$ cat config.mk
export PLATFORM = sky130hd
export DESIGN_NAME = aabi_div
export DESIGN_NICKNAME = d
export VERILOG_FILES = /design/src/hdl/aabi_pkg.sv /design/src/hdl/aabi_div.sv
export SDC_FILE = /design/constraint.sdc
export NUM_CORES = 2
export LEC_CHECK = 0
export BUFFER_PORTS_ARGS = -buffer_cell sky130_fd_sc_hd__buf_2
export CAP_MARGIN = 10
export CORE_ASPECT_RATIO = 2
export CORE_MARGIN = 2
export CORE_UTILIZATION = 46
export DETAILED_ROUTE_END_ITERATION = 7
export GPL_TIMING_DRIVEN = 0
export PLACE_DENSITY = 0.57
export SYNTH_ARGS = -nofsm -noshare
export SYNTH_HDL_FRONTEND = slang
export SYNTH_SLANG_ARGS = --single-unit
$ cat constraint.sdc
create_clock -name clk -period 10.2 [get_ports clk]
set_input_delay 1.02 -clock clk [delete_from_list [all_inputs] [get_ports clk]]
set_output_delay 1.02 -clock clk [all_outputs]
set_load 0.005 [all_outputs]
$ cat src/hdl/aabi_pkg.sv
`timescale 1ns / 1ps
// ----------------------------------------------------------------------------
// aabi_pkg: shared types and widths for the box iou pipeline
// Word formats on the box and iou channels, the word passed from the
// geometry stages to the divider, and the derived field widths.
// ----------------------------------------------------------------------------
package aabi_pkg;

  // field widths
  localparam int COORD_BITS      = 16;
  localparam int RATIO_FRAC_BITS = 16;

  // doubled edges: 2*centre +/- size, signed
  localparam int EDGE_W  = COORD_BITS + 2;
  // doubled intersection extent, unsigned
  localparam int EXT_W   = COORD_BITS + 1;
  // intersection area times four
  localparam int INTER_W = 2 * EXT_W;
  // sum of both box areas times four
  localparam int AREA_W  = 2 * COORD_BITS + 3;
  // ratio with one integer bit
  localparam int RATIO_W = RATIO_FRAC_BITS + 1;

  localparam logic [RATIO_W-1:0] RATIO_ONE = {1'b1, {RATIO_FRAC_BITS{1'b0}}};

  // input word: one pair of boxes
  typedef struct packed {
    logic signed [COORD_BITS-1:0] pred_center_x;
    logic signed [COORD_BITS-1:0] pred_center_y;
    logic        [COORD_BITS-1:0] pred_width;
    logic        [COORD_BITS-1:0] pred_height;
    logic signed [COORD_BITS-1:0] tgt_center_x;
    logic signed [COORD_BITS-1:0] tgt_center_y;
    logic        [COORD_BITS-1:0] tgt_width;
    logic        [COORD_BITS-1:0] tgt_height;
  } box_word_t;

  // output word: ratio and overlap flag
  typedef struct packed {
    logic [RATIO_W-1:0] iou_ratio;
    logic               boxes_overlap;
  } iou_word_t;

  // geometry result handed to the divider
  typedef struct packed {
    logic [INTER_W-1:0] inter;
    logic [AREA_W-1:0]  uni;
    logic               full;
    logic               ov;
  } geom_word_t;

endpackage

$ cat src/hdl/aabi_div.sv
`timescale 1ns / 1ps
// ----------------------------------------------------------------------------
// aabi_div: pipelined restoring divider
// One stage per quotient bit forms intersection / union as a fraction,
// then an output register applies the no-overlap and full-ratio cases.
// ----------------------------------------------------------------------------
module aabi_div
  import aabi_pkg::*;
(
  input  logic       clk,
  input  logic       rst,
  input  logic       geom_valid,
  output logic       geom_stall,
  input  geom_word_t geom,
  output logic       iou_valid,
  input  logic       iou_stall,
  output iou_word_t  iou
);

  localparam int NSTEP = RATIO_FRAC_BITS;

  typedef struct packed {
    logic [AREA_W-1:0]          rem;
    logic [AREA_W-1:0]          uni;
    logic [RATIO_FRAC_BITS-1:0] quo;
    logic                       full;
    logic                       ov;
  } div_word_t;

  // one quotient bit: shift, compare, subtract
  function automatic div_word_t div_step(div_word_t d);
    logic [AREA_W:0] t;
    logic [AREA_W:0] u;
    div_word_t       r;
    r     = d;
    t     = {d.rem, 1'b0};
    u     = {1'b0, d.uni};
    r.quo = {d.quo[RATIO_FRAC_BITS-2:0], 1'b0};
    if (t >= u) begin
      t        = t - u;
      r.quo[0] = 1'b1;
    end
    r.rem = t[AREA_W-1:0];
    return r;
  endfunction

  div_word_t sin [NSTEP];
  logic      vin [NSTEP];
  div_word_t s   [NSTEP];
  logic      vld [NSTEP+1];
  logic      rdy [NSTEP+1];
  iou_word_t outw;

  // ready chain through the steps and the output register
  assign rdy[NSTEP] = !vld[NSTEP] || !iou_stall;
  for (genvar k = 0; k < NSTEP; k++) begin : g_rdy
    assign rdy[k] = !vld[k] || rdy[k+1];
  end

  assign geom_stall = !rdy[0];
  assign iou_valid  = vld[NSTEP];
  assign iou        = outw;

  // step inputs
  assign sin[0].rem  = {{(AREA_W-INTER_W){1'b0}}, geom.inter};
  assign sin[0].uni  = geom.uni;
  assign sin[0].quo  = '0;
  assign sin[0].full = geom.full;
  assign sin[0].ov   = geom.ov;
  assign vin[0]      = geom_valid;
  for (genvar k = 1; k < NSTEP; k++) begin : g_link
    assign sin[k] = s[k-1];
    assign vin[k] = vld[k-1];
  end

  // quotient bit stages
  for (genvar k = 0; k < NSTEP; k++) begin : g_step
    always_ff @(posedge clk) begin
      if (rst) begin
        vld[k] <= 1'b0;
      end else if (rdy[k]) begin
        vld[k] <= vin[k];
      end
    end

    always_ff @(posedge clk) begin
      if (rdy[k] && vin[k]) begin
        s[k] <= div_step(sin[k]);
      end
    end
  end

  // output register with the special cases applied
  always_ff @(posedge clk) begin
    if (rst) begin
      vld[NSTEP] <= 1'b0;
    end else if (rdy[NSTEP]) begin
      vld[NSTEP] <= vld[NSTEP-1];
    end
  end

  always_ff @(posedge clk) begin
    if (rdy[NSTEP] && vld[NSTEP-1]) begin
      if (s[NSTEP-1].full) begin
        outw.iou_ratio <= RATIO_ONE;
      end else if (s[NSTEP-1].ov) begin
        outw.iou_ratio <= {1'b0, s[NSTEP-1].quo};
      end else begin
        outw.iou_ratio <= '0;
      end
      outw.boxes_overlap <= s[NSTEP-1].ov;
    end
  end

endmodule

Word-level counts from Yosys, hierarchy flattened:

Memories as Yosys holds them, arrays and structs flattened.
Index checks and enable logic that the tools add are counted.

* $add $sub $neg: 16
* magnitude comparators: 16
* mux-type cells: 166
* bitwise logic cells: 18
* reductions and logical operators: 54

Operators by type and width (count)
* $mux 35: 32
* $sub 35x35->35: 16
* $ge 36x35->1: 15
* $mux 1: 134
* $ge 35x35->1: 1
* $logic_not 1->1: 19
* $logic_and 1x1->1: 17
* $logic_or 1x1->1: 17
* $or 1x1->1: 17
* $reduce_or 2->1: 1
* $not 1->1: 1

* bits in registers: 18
* bits in writable memories: 1425
* input port bits: 75
* output and inout port bits: 20
* memories: 2

Memories
* s: depth 16, width 88, read ports 16, clocked after Yosys merged registers in 0, write ports 16, RTL line aabi_div.sv:49 `div_word_t s [NSTEP];`
* vld: depth 17, width 1, read ports 17, clocked after Yosys merged registers in 0, write ports 17, RTL line aabi_div.sv:50 `logic vld [NSTEP+1];`

Depth between registers and ports, before layout:

An unclocked memory read counts as a cell.

* depth in word-level cells: 23
* mapped depth: 15
* gate-level depth less buffers: 13

Worst setup path before layout:

No wires, ideal clock.

* path kind: input -> register
* start: input port iou_stall
* end: memory s[1][106] (netlist bit), enable pin
* setup time: 0.650 ns
* arrival: 7.615 ns
* slack: 1.936 ns
* cell stages on the path: 5
* buffers on the path: 0
* cell sequence: nand3_1 -> nor2_1 -> and3_1 -> and3_1 -> a21boi_0

RTL lines
* start: declaration: RTL line aabi_div.sv:16 `input logic iou_stall,`
* end: declaration: RTL line aabi_div.sv:49

==> qor.yml <==
netlist_top_cells_count: "1,253 x edfxtp_1, 697 x inv_1, 559 x ha_1"
final_util_pct: 51.0
cts_max_level: 3
synth_area_leaders: "edfxtp_1 52%, ha_1 9.6%, a21oi_1 3.7%"
synth_top_cell_area_share_pct: 51.8
hold_viol: 0
hpwlAfterDp_um: 186000
reg2reg_depth: 12
yosysUniqueCellTypes: 94
numCtsBuffers: 115
cp-end-kind: "flop"
vias: 50579
totalWireLength_um: 220000
cts_setup_buffers: 0
whs_endpoint: "s[1][0]"
syn-cell-area_sq_mm: 0.0726
arrival_ns: 7.03
skew_ns: 0.0421
layout.nets: 7548
reg2reg_setup_slack_ns: 3.61
cp.required_ns: 10.64
firstDrtPassIters: 7
antenna_found_initial: 7
ys_warn_count: 0
route.antenna.remaining_nets: 0
area_delta_synth_final_pct: 10.4
path_clk_slew_ns: 0.07
post-place-ws_ns: 3.35
hp-class: "flop to flop"
clock-sinks: 1253
r2r_end: "s[1][611]"
finalCritPeriodShare_pct: 64.6
clk_path_buf_depth: 3
port_buffers: 93
via_per_inst: 5.57
track_usage_pct: 27.2
holdCritStartpoint: "s[0][616]"
path_max_fanout: 10
ir_drop_mv: 0.136
cap_viol_max_count: 0
tritoncts: "built"
cellPowerDensity_mw_per_mm2: 138
start_util_pct: 46.2
clk_latency_ns: 0.75
maxSlewHeadroom_pct: 6.58
wl_per_cell_um: 24.2
drt_first_iter_violations: 1747
drcViolationCount: 0
grt_pass1_wl_um: 320000
setup_viol: 0
cts_resized: 0
grt_remaining_overflow: 0
drive_gt1_share_pct: 7.64
rsz0062_at_grt: "no"
yosysTopAreaCell: "edfxtp_1"
finalPower_mw: 11.0
synth-seq-cells: 1253
holdPathStages: 0
first_global_vias: 55325
setup.worst_path.class: "flop to flop"
worst_pin_slew_ns: 1.40
io_pins: 95
hold_buffers: 0
fmax_mhz: 152
die_area_sq_mm: 0.161
ys.flop_type: "edfxtp_1"
syn-num-nets: 7301
row_count: 206
die_h_um: 566
postSynthCellCount: 6652
grt_max_degree: 67
fp.dieW_um: 285
gp_congestion: 0.978
async_flop_share_pct: 0
slew_violations: 0
status: "completed"
period_minus_slack_ns: 6.59
synth_edf_count: 1253
core_sq_mm: 0.157
synth_most_common_cell: "edfxtp_1"
avgSynthCellArea_sq_um: 10.9
root_buffer: "clkbuf_16"
synth_seq_area_share_pct: 51.8
start_kind: "flop"
p_leak_nw: 32.0
r2r-start: "s[1][494]"
setup_ws_ns: 3.61
critical path, stage by stage (launching register included):
cell and delay, ns:
edfxtp_1 0.40, ha_1 0.35, nor2b_1 0.17, o31a_1 0.29, o31ai_1 0.37, a21o_1 0.48, nand2_1 0.33, a21oi_1 0.55
a21oi_1 0.19, o22ai_1 0.89, clkbuf_1 0.98, clkbuf_1 1.00, o21ai_0 0.27
worst max-delay path by stage:
| stage | startpoint | to | cells after the start | slack (ns) |
|---|---|---|---|---|
| floorplan | iou_stall | s[1][106] | 5 | 1.94 |
| global route | s[1][494] | s[1][608] | 12 | 3.72 |
| finish | s[1][494] | s[1][611] | 12 | 3.61 |
| detailed placement | geom[11] | s[0][54] | 15 | 3.35 |
| global placement | iou_stall | s[1][455] | 4 | -1.11 |
| CTS | s[1][349] | s[1][420] | 12 | 3.63 |
through the flow:
stage                     cells  TNS [ns]  cell area [sq um]  hold slack, ns
after floorplan            6652         0              72600           0.400
after global placement     8825   -208.17              75700           0.400
after detailed placement   8862         0              76500           0.405
after CTS                  9072         0              80100           0.407
after global routing       9078         0              80200           0.411
final                      9080         0              80200           0.405
layout by cell type (no fill, tap or decap), types with 19 or more instances in the layout:
| master | Yosys | routed |
|---|---|---|
| o211ai_1 | 21 | 21 |
| a211oi_1 | 31 | 31 |
| nand2b_1 | 83 | 83 |
| clkbuf_1 | 116 | 132 |
| nand4_1 | 71 | 71 |
| a21oi_1 | 531 | 531 |
| nor2b_1 | 93 | 88 |
| nor2_1 | 320 | 320 |
| nand2_1 | 544 | 544 |
| or2_2 | 30 | 30 |
| inv_1 | 697 | 697 |
| edfxtp_1 | 1253 | 1253 |
| o21ai_0 | 503 | 502 |
| a21boi_0 | 22 | 19 |
| xnor2_1 | 252 | 252 |
| ha_1 | 559 | 559 |
| xor2_1 | 182 | 182 |
| buf_2 | 29 | 123 |
| buf_12 | 3 | 22 |
| a31oi_1 | 71 | 70 |
| nand3_1 | 109 | 109 |
| and3_1 | 59 | 59 |
| mux2_2 | 99 | 99 |
| and2_1 | 52 | 45 |
| o31a_1 | 20 | 20 |
| nor4_1 | 29 | 25 |
| o21bai_1 | 68 | 68 |
| mux2_4 | 26 | 26 |
| o31ai_1 | 46 | 46 |
| a21o_1 | 283 | 283 |
| nor3_1 | 67 | 66 |
| clkbuf_16 | 0 | 117 |
| o21a_1 | 70 | 69 |
| clkinv_1 | 0 | 41 |
| o21ai_1 | 19 | 20 |
flip-flops by register name (all words and copies together), names as in the netlist:
register and flops:
vld 17, s 1218, iou 18
per-layer routing:
layer / share of wire (%) / GRT usage (%) / vias to the layer above
met4: 15 / 32.5 / 0
met2: 62 / 60.5 / 987
met1: 22 / 14.5 / 24206
li1: - / - / 24695
met3: 1.9 / 2.35 / 691
met5: 0 / 0 / -
layout make-up:
class	instances	area [sq um]
Fill cell	14058	77100
Sequential cell	1253	37600
Multi-Input combinational cell	4535	31800
Clock buffer	133	2990
Inverter	698	2620
Tap cell	2080	2600
Timing Repair Buffer	130	1130
Buffer	166	732
Clock inverter	77	683
Antenna cell	8	20.0
kinds of logic (layout without fill, tap and decap cells):
family | count (synthesis) | in the layout | synth area share, %
DFF | 1253 | 1253 | 51.8
buffers and inverters | 864 | 1204 | 4.62
xor gates and xnor gates | 434 | 434 | 5.24
other | 0 | 8 | 0
muxes | 138 | 138 | 2.25
and+or+nand+nor | 1541 | 1541 | 10.2
adders and majority gates | 574 | 574 | 10.0
AOI/OAI and AO/OA | 1848 | 1848 | 15.8
report_power, final:
group / leakage [nW] / switching (mW) / internal (mW)
clock network: 1.78 / 1.98 / 2.35
logic: 18.9 / 0.576 / 0.388
registers: 11.3 / 0.0345 / 5.71
total: 32.0 / 2.59 / 8.44
(Power assumes the default switching activity.)
