**config.mk**
```make
export PLATFORM = sky130hd
export DESIGN_NAME = aabi_geom
export DESIGN_NICKNAME = d
export VERILOG_FILES = /design/src/hdl/aabi_pkg.sv /design/src/hdl/aabi_geom.sv
export SDC_FILE = /design/constraint.sdc
export NUM_CORES = 2
export LEC_CHECK = 0
export ABC_AREA = 1
export BUFFER_PORTS_ARGS = -buffer_cell sky130_fd_sc_hd__buf_4
export CAP_MARGIN = 0
export CORE_UTILIZATION = 65
export DETAILED_ROUTE_END_ITERATION = 8
export GPL_ROUTABILITY_DRIVEN = 1
export PLACE_DENSITY = 0.94
export SLEW_MARGIN = 20
export SYNTH_ARGS = -nofsm -noshare
export SYNTH_HDL_FRONTEND = slang
export SYNTH_SLANG_ARGS = --single-unit
```
**constraint.sdc**
```tcl
create_clock -name clk -period 9.65 [get_ports clk]
set_clock_uncertainty 0.05 [all_clocks]
set_input_delay 2.4125 -clock clk [delete_from_list [all_inputs] [get_ports clk]]
set_output_delay 2.4125 -clock clk [all_outputs]
set_load 0.01 [all_outputs]
```
**src/hdl/aabi_pkg.sv**
```systemverilog
`timescale 1ns / 1ps
// ----------------------------------------------------------------------------
// aabi_pkg: shared types and widths for the box iou pipeline
// Word formats on the box and iou channels, the word passed from the
// geometry stages to the divider, and the derived field widths.
// ----------------------------------------------------------------------------
package aabi_pkg;

  // field widths
  localparam int COORD_BITS      = 16;
  localparam int RATIO_FRAC_BITS = 16;

  // doubled edges: 2*centre +/- size, signed
  localparam int EDGE_W  = COORD_BITS + 2;
  // doubled intersection extent, unsigned
  localparam int EXT_W   = COORD_BITS + 1;
  // intersection area times four
  localparam int INTER_W = 2 * EXT_W;
  // sum of both box areas times four
  localparam int AREA_W  = 2 * COORD_BITS + 3;
  // ratio with one integer bit
  localparam int RATIO_W = RATIO_FRAC_BITS + 1;

  localparam logic [RATIO_W-1:0] RATIO_ONE = {1'b1, {RATIO_FRAC_BITS{1'b0}}};

  // input word: one pair of boxes
  typedef struct packed {
    logic signed [COORD_BITS-1:0] pred_center_x;
    logic signed [COORD_BITS-1:0] pred_center_y;
    logic        [COORD_BITS-1:0] pred_width;
    logic        [COORD_BITS-1:0] pred_height;
    logic signed [COORD_BITS-1:0] tgt_center_x;
    logic signed [COORD_BITS-1:0] tgt_center_y;
    logic        [COORD_BITS-1:0] tgt_width;
    logic        [COORD_BITS-1:0] tgt_height;
  } box_word_t;

  // output word: ratio and overlap flag
  typedef struct packed {
    logic [RATIO_W-1:0] iou_ratio;
    logic               boxes_overlap;
  } iou_word_t;

  // geometry result handed to the divider
  typedef struct packed {
    logic [INTER_W-1:0] inter;
    logic [AREA_W-1:0]  uni;
    logic               full;
    logic               ov;
  } geom_word_t;

endpackage

```
**src/hdl/aabi_geom.sv**
```systemverilog
`timescale 1ns / 1ps
// ----------------------------------------------------------------------------
// aabi_geom: box geometry pipeline
// Five register stages: doubled edges and box areas, intersection bounds,
// extents and overlap test, intersection area, union and full-ratio check.
// ----------------------------------------------------------------------------
module aabi_geom
  import aabi_pkg::*;
(
  input  logic       clk,
  input  logic       rst,
  input  logic       box_valid,
  output logic       box_stall,
  input  box_word_t  box,
  output logic       geom_valid,
  input  logic       geom_stall,
  output geom_word_t geom
);

  localparam int NSTG = 5;

  typedef struct packed {
    logic signed [EDGE_W-1:0]   x1lo;
    logic signed [EDGE_W-1:0]   x1hi;
    logic signed [EDGE_W-1:0]   y1lo;
    logic signed [EDGE_W-1:0]   y1hi;
    logic signed [EDGE_W-1:0]   x2lo;
    logic signed [EDGE_W-1:0]   x2hi;
    logic signed [EDGE_W-1:0]   y2lo;
    logic signed [EDGE_W-1:0]   y2hi;
    logic [2*COORD_BITS-1:0]    a1;
    logic [2*COORD_BITS-1:0]    a2;
  } edge_word_t;

  typedef struct packed {
    logic signed [EDGE_W-1:0] ixlo;
    logic signed [EDGE_W-1:0] ixhi;
    logic signed [EDGE_W-1:0] iylo;
    logic signed [EDGE_W-1:0] iyhi;
    logic [AREA_W-1:0]        asum;
  } bound_word_t;

  typedef struct packed {
    logic [EXT_W-1:0]  ex;
    logic [EXT_W-1:0]  ey;
    logic              ov;
    logic [AREA_W-1:0] asum;
  } ext_word_t;

  typedef struct packed {
    logic [INTER_W-1:0] inter;
    logic               ov;
    logic [AREA_W-1:0]  asum;
  } prod_word_t;

  function automatic logic signed [EDGE_W-1:0] edge_lo(
    logic signed [COORD_BITS-1:0] c, logic [COORD_BITS-1:0] w);
    return $signed({c[COORD_BITS-1], c, 1'b0}) - $signed({2'b00, w});
  endfunction

  function automatic logic signed [EDGE_W-1:0] edge_hi(
    logic signed [COORD_BITS-1:0] c, logic [COORD_BITS-1:0] w);
    return $signed({c[COORD_BITS-1], c, 1'b0}) + $signed({2'b00, w});
  endfunction

  function automatic logic signed [EDGE_W-1:0] smax(
    logic signed [EDGE_W-1:0] a, logic signed [EDGE_W-1:0] b);
    return (a > b) ? a : b;
  endfunction

  function automatic logic signed [EDGE_W-1:0] smin(
    logic signed [EDGE_W-1:0] a, logic signed [EDGE_W-1:0] b);
    return (a < b) ? a : b;
  endfunction

  logic        vld [NSTG];
  logic        rdy [NSTG+1];
  edge_word_t  s1;
  bound_word_t s2;
  ext_word_t   s3;
  prod_word_t  s4;
  geom_word_t  s5;

  logic signed [EDGE_W:0] dx;
  logic signed [EDGE_W:0] dy;
  logic                   ov3;
  logic [AREA_W-1:0]      inter_ext;
  logic [AREA_W-1:0]      uni5;

  // ready chain: a stage moves when it is empty or its successor moves
  assign rdy[NSTG] = !geom_stall;
  for (genvar k = 0; k < NSTG; k++) begin : g_rdy
    assign rdy[k] = !vld[k] || rdy[k+1];
  end

  assign box_stall  = !rdy[0];
  assign geom_valid = vld[NSTG-1];
  assign geom       = s5;

  // valid bits
  always_ff @(posedge clk) begin
    if (rst) begin
      for (int k = 0; k < NSTG; k++) vld[k] <= 1'b0;
    end else begin
      if (rdy[0]) vld[0] <= box_valid;
      for (int k = 1; k < NSTG; k++) begin
        if (rdy[k]) vld[k] <= vld[k-1];
      end
    end
  end

  // stage 1: doubled edges and box areas
  always_ff @(posedge clk) begin
    if (rdy[0] && box_valid) begin
      s1.x1lo <= edge_lo(box.pred_center_x, box.pred_width);
      s1.x1hi <= edge_hi(box.pred_center_x, box.pred_width);
      s1.y1lo <= edge_lo(box.pred_center_y, box.pred_height);
      s1.y1hi <= edge_hi(box.pred_center_y, box.pred_height);
      s1.x2lo <= edge_lo(box.tgt_center_x, box.tgt_width);
      s1.x2hi <= edge_hi(box.tgt_center_x, box.tgt_width);
      s1.y2lo <= edge_lo(box.tgt_center_y, box.tgt_height);
      s1.y2hi <= edge_hi(box.tgt_center_y, box.tgt_height);
      s1.a1   <= box.pred_width * box.pred_height;
      s1.a2   <= box.tgt_width * box.tgt_height;
    end
  end

  // stage 2: intersection bounds and area sum times four
  always_ff @(posedge clk) begin
    if (rdy[1] && vld[0]) begin
      s2.ixlo <= smax(s1.x1lo, s1.x2lo);
      s2.ixhi <= smin(s1.x1hi, s1.x2hi);
      s2.iylo <= smax(s1.y1lo, s1.y2lo);
      s2.iyhi <= smin(s1.y1hi, s1.y2hi);
      s2.asum <= {({1'b0, s1.a1} + {1'b0, s1.a2}), 2'b00};
    end
  end

  // stage 3: extents, touching edges count as no overlap
  assign dx  = $signed({s2.ixhi[EDGE_W-1], s2.ixhi}) - $signed({s2.ixlo[EDGE_W-1], s2.ixlo});
  assign dy  = $signed({s2.iyhi[EDGE_W-1], s2.iyhi}) - $signed({s2.iylo[EDGE_W-1], s2.iylo});
  assign ov3 = ($signed(s2.ixhi) > $signed(s2.ixlo)) && ($signed(s2.iyhi) > $signed(s2.iylo));

  always_ff @(posedge clk) begin
    if (rdy[2] && vld[1]) begin
      s3.ex   <= ov3 ? dx[EXT_W-1:0] : '0;
      s3.ey   <= ov3 ? dy[EXT_W-1:0] : '0;
      s3.ov   <= ov3;
      s3.asum <= s2.asum;
    end
  end

  // stage 4: intersection area times four
  always_ff @(posedge clk) begin
    if (rdy[3] && vld[2]) begin
      s4.inter <= s3.ex * s3.ey;
      s4.ov    <= s3.ov;
      s4.asum  <= s3.asum;
    end
  end

  // stage 5: union and the ratio-of-one case
  assign inter_ext = {{(AREA_W-INTER_W){1'b0}}, s4.inter};
  assign uni5      = s4.asum - inter_ext;

  always_ff @(posedge clk) begin
    if (rdy[4] && vld[3]) begin
      s5.inter <= s4.inter;
      s5.uni   <= uni5;
      s5.full  <= s4.ov && (inter_ext >= uni5);
      s5.ov    <= s4.ov;
    end
  end

endmodule

```
Word-level counts from Yosys, hierarchy flattened
Memory sizes are Yosys's and may differ from the RTL's. Index checks and enable logic that the tools add are counted.

Bitwise operators: 5. Reductions and logical operators: 19. Mux-type cells: 26. $lt $le $gt $ge: 7. Multipliers: 3. $add $sub $neg: 12.

Operator list (number): $add A17 B17 Y18 (4); $gt A18 B18 Y1 (4); $mux W18 (4); $sub A17 B17 Y18 (4); $mul A16 B16 Y32 (2); $lt A18 B18 Y1 (2); $ge A34 B35 Y1 (1); $sub A35 B34 Y35 (1); $mul A17 B17 Y34 (1); $sub A17 B17 Y17 (2); $add A32 B32 Y33 (1); $mux W1 (22); $logic_and A1 B1 Y1 (7); $logic_not A1 Y1 (7); $logic_or A1 B1 Y1 (5); $or A1 B1 Y1 (5).

Bits of input ports: 132. Register bits: 520. Memories: 1. Output and inout port bits: 73. RAM bits: 5.

Memory list: vld (depth 5, width 1, read ports 5, clocked after Yosys merged registers in 0, wr ports 5, RTL line aabi_geom.sv:76) `logic vld [NSTG];`.

Logic depth before layout (Yosys ltp)
An unclocked memory read counts as a cell.

Depth in word-level cells: 11. Depth in mapped cells: 30. Mapped depth without buffers: 30.

Least setup slack after synthesis
No wires, ideal clock.

Path type: in2reg. Start point: input box[65] (netlist bit). End point: register s1[60] (netlist bit) (data pin). Stages: 20. Setup slack: 1.829 ns. Arrival: 7.508 ns. Path through: clkbuf_1 clkbuf_1 nand2_1 fa_1 fa_1 inv_1 fa_1 fa_1 fa_1 inv_1 fa_1 inv_1 ha_1 nand2_1 nor4_1 nand2_1 o211ai_1 a21o_1 a21oi_1 xor2_1.

Word-level cells in the longest chain between the ends: 1.

Ends and longest elaborated chain: start: declaration (RTL line aabi_geom.sv:14) `input box_word_t box,`; $mul A16 B16 Y32 (RTL line aabi_geom.sv:123) `s1.a1 <= box.pred_width * box.pred_height;`; end: declaration (RTL line aabi_geom.sv:78) `edge_word_t s1;`.

No other way between the ends. A chain may end at the register's enable or synchronous reset.

Final worst setup path
Start point: input box[1] (netlist bit). End point: register s1[23] (netlist bit) (data pin).

Word-level cells in the longest chain between the ends: 1.

Ends and longest elaborated chain: $mul A16 B16 Y32 (RTL line aabi_geom.sv:124) `s1.a2 <= box.tgt_width * box.tgt_height;`.

No other way between the ends.

==> impl_metrics.toml <==
[worst_setup_path]
reg2reg_slack_ps = 3070
r2r_end = "inter_ext[30]$_DFFE_PP_"
crit_arrival_ps = 7790
path_max_fanout = 19
path_class = "input port to flip-flop"
endpoint_kind = "flip-flop"
r2r_cells = 22
start_kind = "input port"
r2r-start = "s3[58]$_SDFFCE_PN0P_"
required_ps = 10010

[clock_network]
clockBufferDepth = 3
cts_buffers = 53
clk_latency_ps = 670
ctsRootBufferMaster = "clkbuf_16"
ctsResizeCount = 0
clkTransAtPathRegs_ps = 70
cts.sinks = 520
ctsHtreeMaxLevel = 2
post_cts_buffers = 0
cts_tree = "done"
holdBufCountCts = 0

[floorplanning]
num_io_pins = 205
chipWidth_um = 299
core_sq_mm = 0.0872
die_h_um = 299
initial_utilization = 0.659
dieArea_sq_mm = 0.0896
std_cell_rows = 108

[worst_hold_path]
min-delay-path-class = "flip-flop to flip-flop"
hold_end = "s4[25]$_DFFE_PP_"
hold_depth = 0
hold_path.startpoint = "s3[25]$_DFFE_PP_"

[pwr]
clkPwrFrac = 0.125
power_frac_seq = 0.223
combPwrFrac = 0.652
p_int_w = 0.00847
switchingPower_w = 0.00840
fin_total_pwr_w = 0.0169
total_leakage_power_nw = 32.7
power.density_mw_per_mm2 = 275
ir_drop_uv = 477
switching_share = 0.498

[yosys]
synth_xor_area_frac = 0.0437
syn-num-nets = 7955
ys_seq_area_frac = 0.272
synth_area_per_cell_sq_um = 8.76
ys_types = 59
synth_compound_area_frac = 0.0766
ys.flop_type = "edfxtp_1"
ys_warn_count = 0
synth_seq_cells = 520
synth_mux_area_frac = 0
synthAdderAreaFrac = 0.356
syn_area_sq_mm = 0.0575
synthCells = 6560
synth_edf_count = 520
async_flop_share = 0
synth_top_family_by_area = "adder cells"
yosys.area_share.simple = 0.129

[drt]
via_per_inst = 5.78
drtIter0Drc = 4506
vias = 45012
wl_per_cell_um = 20.6
drt-pass1-iter-count = 9
wl_mm = 161
final_antenna_net_count = 0
drc = 0

[timing]
drv_slew = 0
hold_violations = 0
fin_crit_ps = 7430
worst_pin_slew_ps = 1010
fmax_mhz = 135
fin_crit_sh = 0.770
max-slew-margin-rel = 0.329
fin_ws_ps = 2220
setup_tns_ps = 0
rsz0062_at_grt = "false"
setup_viol = 0

[place]
place_inst = 7686
place_ws_ps = 1630
gp_congestion = 1.00
numPortBuffers = 204
dp_hpwl_mm = 127

[grt]
grt_max_degree = 130
grt_pass1_vias = 47381
globalRouteTotalUtil = 0.363
grt_pass1_wl_mm = 250
grt_overflow_total = 0
use_met3 = 0.0689
busiest_layer = "met2"
gr-usage-met2 = 0.598
grt_util_met1 = 0.440
grt_antenna_before_repair = 8

[final_layout]
nets = 7981
final_cells = 7788
synthToLayoutAreaGrowth_pct = 6.72
drive_gt1_frac = 0.0555
final_core_util = 0.704

[outcome]
status = "complete, no violations"

[run]
drv_cap = 0
## state kept, by name, summed over array words and instances (netlist names)
| signal | cells |
|---|---|
| s1 | 204 |
| inter_ext | 34 |
| geom | 70 |
| s4 | 34 |
| s3 | 68 |
| s2 | 105 |
| vld | 5 |
## cells in the mapped netlist (21+ instances only)
cell,number,area share
inv_1,1618,0.11
nand2_1,1384,0.090
ha_1,640,0.14
fa_1,623,0.22
edfxtp_1,520,0.27
a21oi_1,385,0.034
nor2_1,275,0.018
xor2_1,222,0.034
clkbuf_1,206,0.013
o21ai_0,157,0.014
nand3_1,103,0.0090
xnor2_1,61,0.0093
a21o_1,38,0.0050
nor3_1,37,0.0032
o21ai_1,32,0.0028
nand4_1,29,0.0032
buf_2,25,0.0022
a31oi_1,21,0.0023
## stage by stage
stage          hold WS, ps  area, sq um
3_3_place_gp           350        59500
2_1_floorplan          350        57500
4_1_cts                370        61300
6_report               364        61300
5_1_grt                368        61300
3_5_place_dp           355        59500
## how the worst max path moves through the flow
stage | startpoint | end | slack (ps) | cells after the start
after floorplan | box[65] | s1[60]$_DFFE_PP_ | 1830 | 20
after global placement | box[1] | s1[23]$_DFFE_PP_ | 1750 | 20
after detailed placement | box[1] | s1[23]$_DFFE_PP_ | 1630 | 20
after CTS | box[1] | s1[23]$_DFFE_PP_ | 2310 | 20
after global routing | box[1] | s1[23]$_DFFE_PP_ | 2000 | 20
final | box[1] | s1[23]$_DFFE_PP_ | 2220 | 20
## logic make-up (layout without fill, tap and decap cells)
group,Yosys count,count (layout)
adders and majority gates,1263,1263
xor gates and xnor gates,285,285
DFF,520,520
buffers and inverters,1861,1931
AOI/OAI and AO/OA,764,764
other,0,3
and+or+nand+nor,1867,1867
## placed cells by master (no fill, tap or decap), types with 11 or more instances in the layout
cell | synthesis | final
a21o_1 | 38 | 38
a21oi_1 | 385 | 385
a31oi_1 | 21 | 21
buf_4 | 3 | 211
clkbuf_16 | 0 | 53
edfxtp_1 | 520 | 520
fa_1 | 623 | 623
ha_1 | 640 | 640
inv_1 | 1618 | 1616
nand2_1 | 1384 | 1384
nand3_1 | 103 | 103
nand4_1 | 29 | 29
nor2_1 | 275 | 272
nor3_1 | 37 | 37
nor4_1 | 14 | 14
o211ai_1 | 11 | 11
o21ai_0 | 157 | 157
o21ai_1 | 32 | 32
o21ai_2 | 18 | 18
o21bai_1 | 16 | 16
xnor2_1 | 61 | 61
xor2_1 | 222 | 222
## power by group through the flow
stage / Sequential (W) / Combinational (W) / Clock (W)
final: 0.00377 / 0.0110 / 0.00211
after global routing: 0.00378 / 0.0121 / 0.00220
after CTS: 0.00375 / 0.0107 / 0.00211
after detailed placement: 0.00379 / 0.0106 / 0
after global placement: 0.00377 / 0.0104 / 0
after floorplan: 0.00360 / 0.00756 / 0
## routing by layer
layer	up-vias	wire [um]
met5	-	83
met4	8	11800
met3	709	16000
met2	2587	75000
met1	21460	57700
li1	20248	-
## layout make-up
class / instances / area [sq um]
antenna: 3 / 7.51
fill: 6250 / 25800
clock buffer: 63 / 1360
timing repair buffer: 211 / 1580
tap: 1155 / 1450
sequential: 520 / 15600
multi-input combinational: 4179 / 34800
clock inverter: 36 / 402
inverter: 1621 / 6090
## critical path, cell delays in order
cell	delay, ps
buf_4	290
nand2_1	140
fa_1	540
fa_1	530
fa_1	520
inv_1	60
fa_1	490
fa_1	500
inv_1	50
fa_1	470
inv_1	40
ha_1	340
nand2_1	100
nand2_1	70
a31oi_1	160
nand3_1	190
a21oi_1	370
o21ai_0	200
a21oi_1	190
xnor2_1	90
No activity file was read; power rests on OpenSTA's default activity.
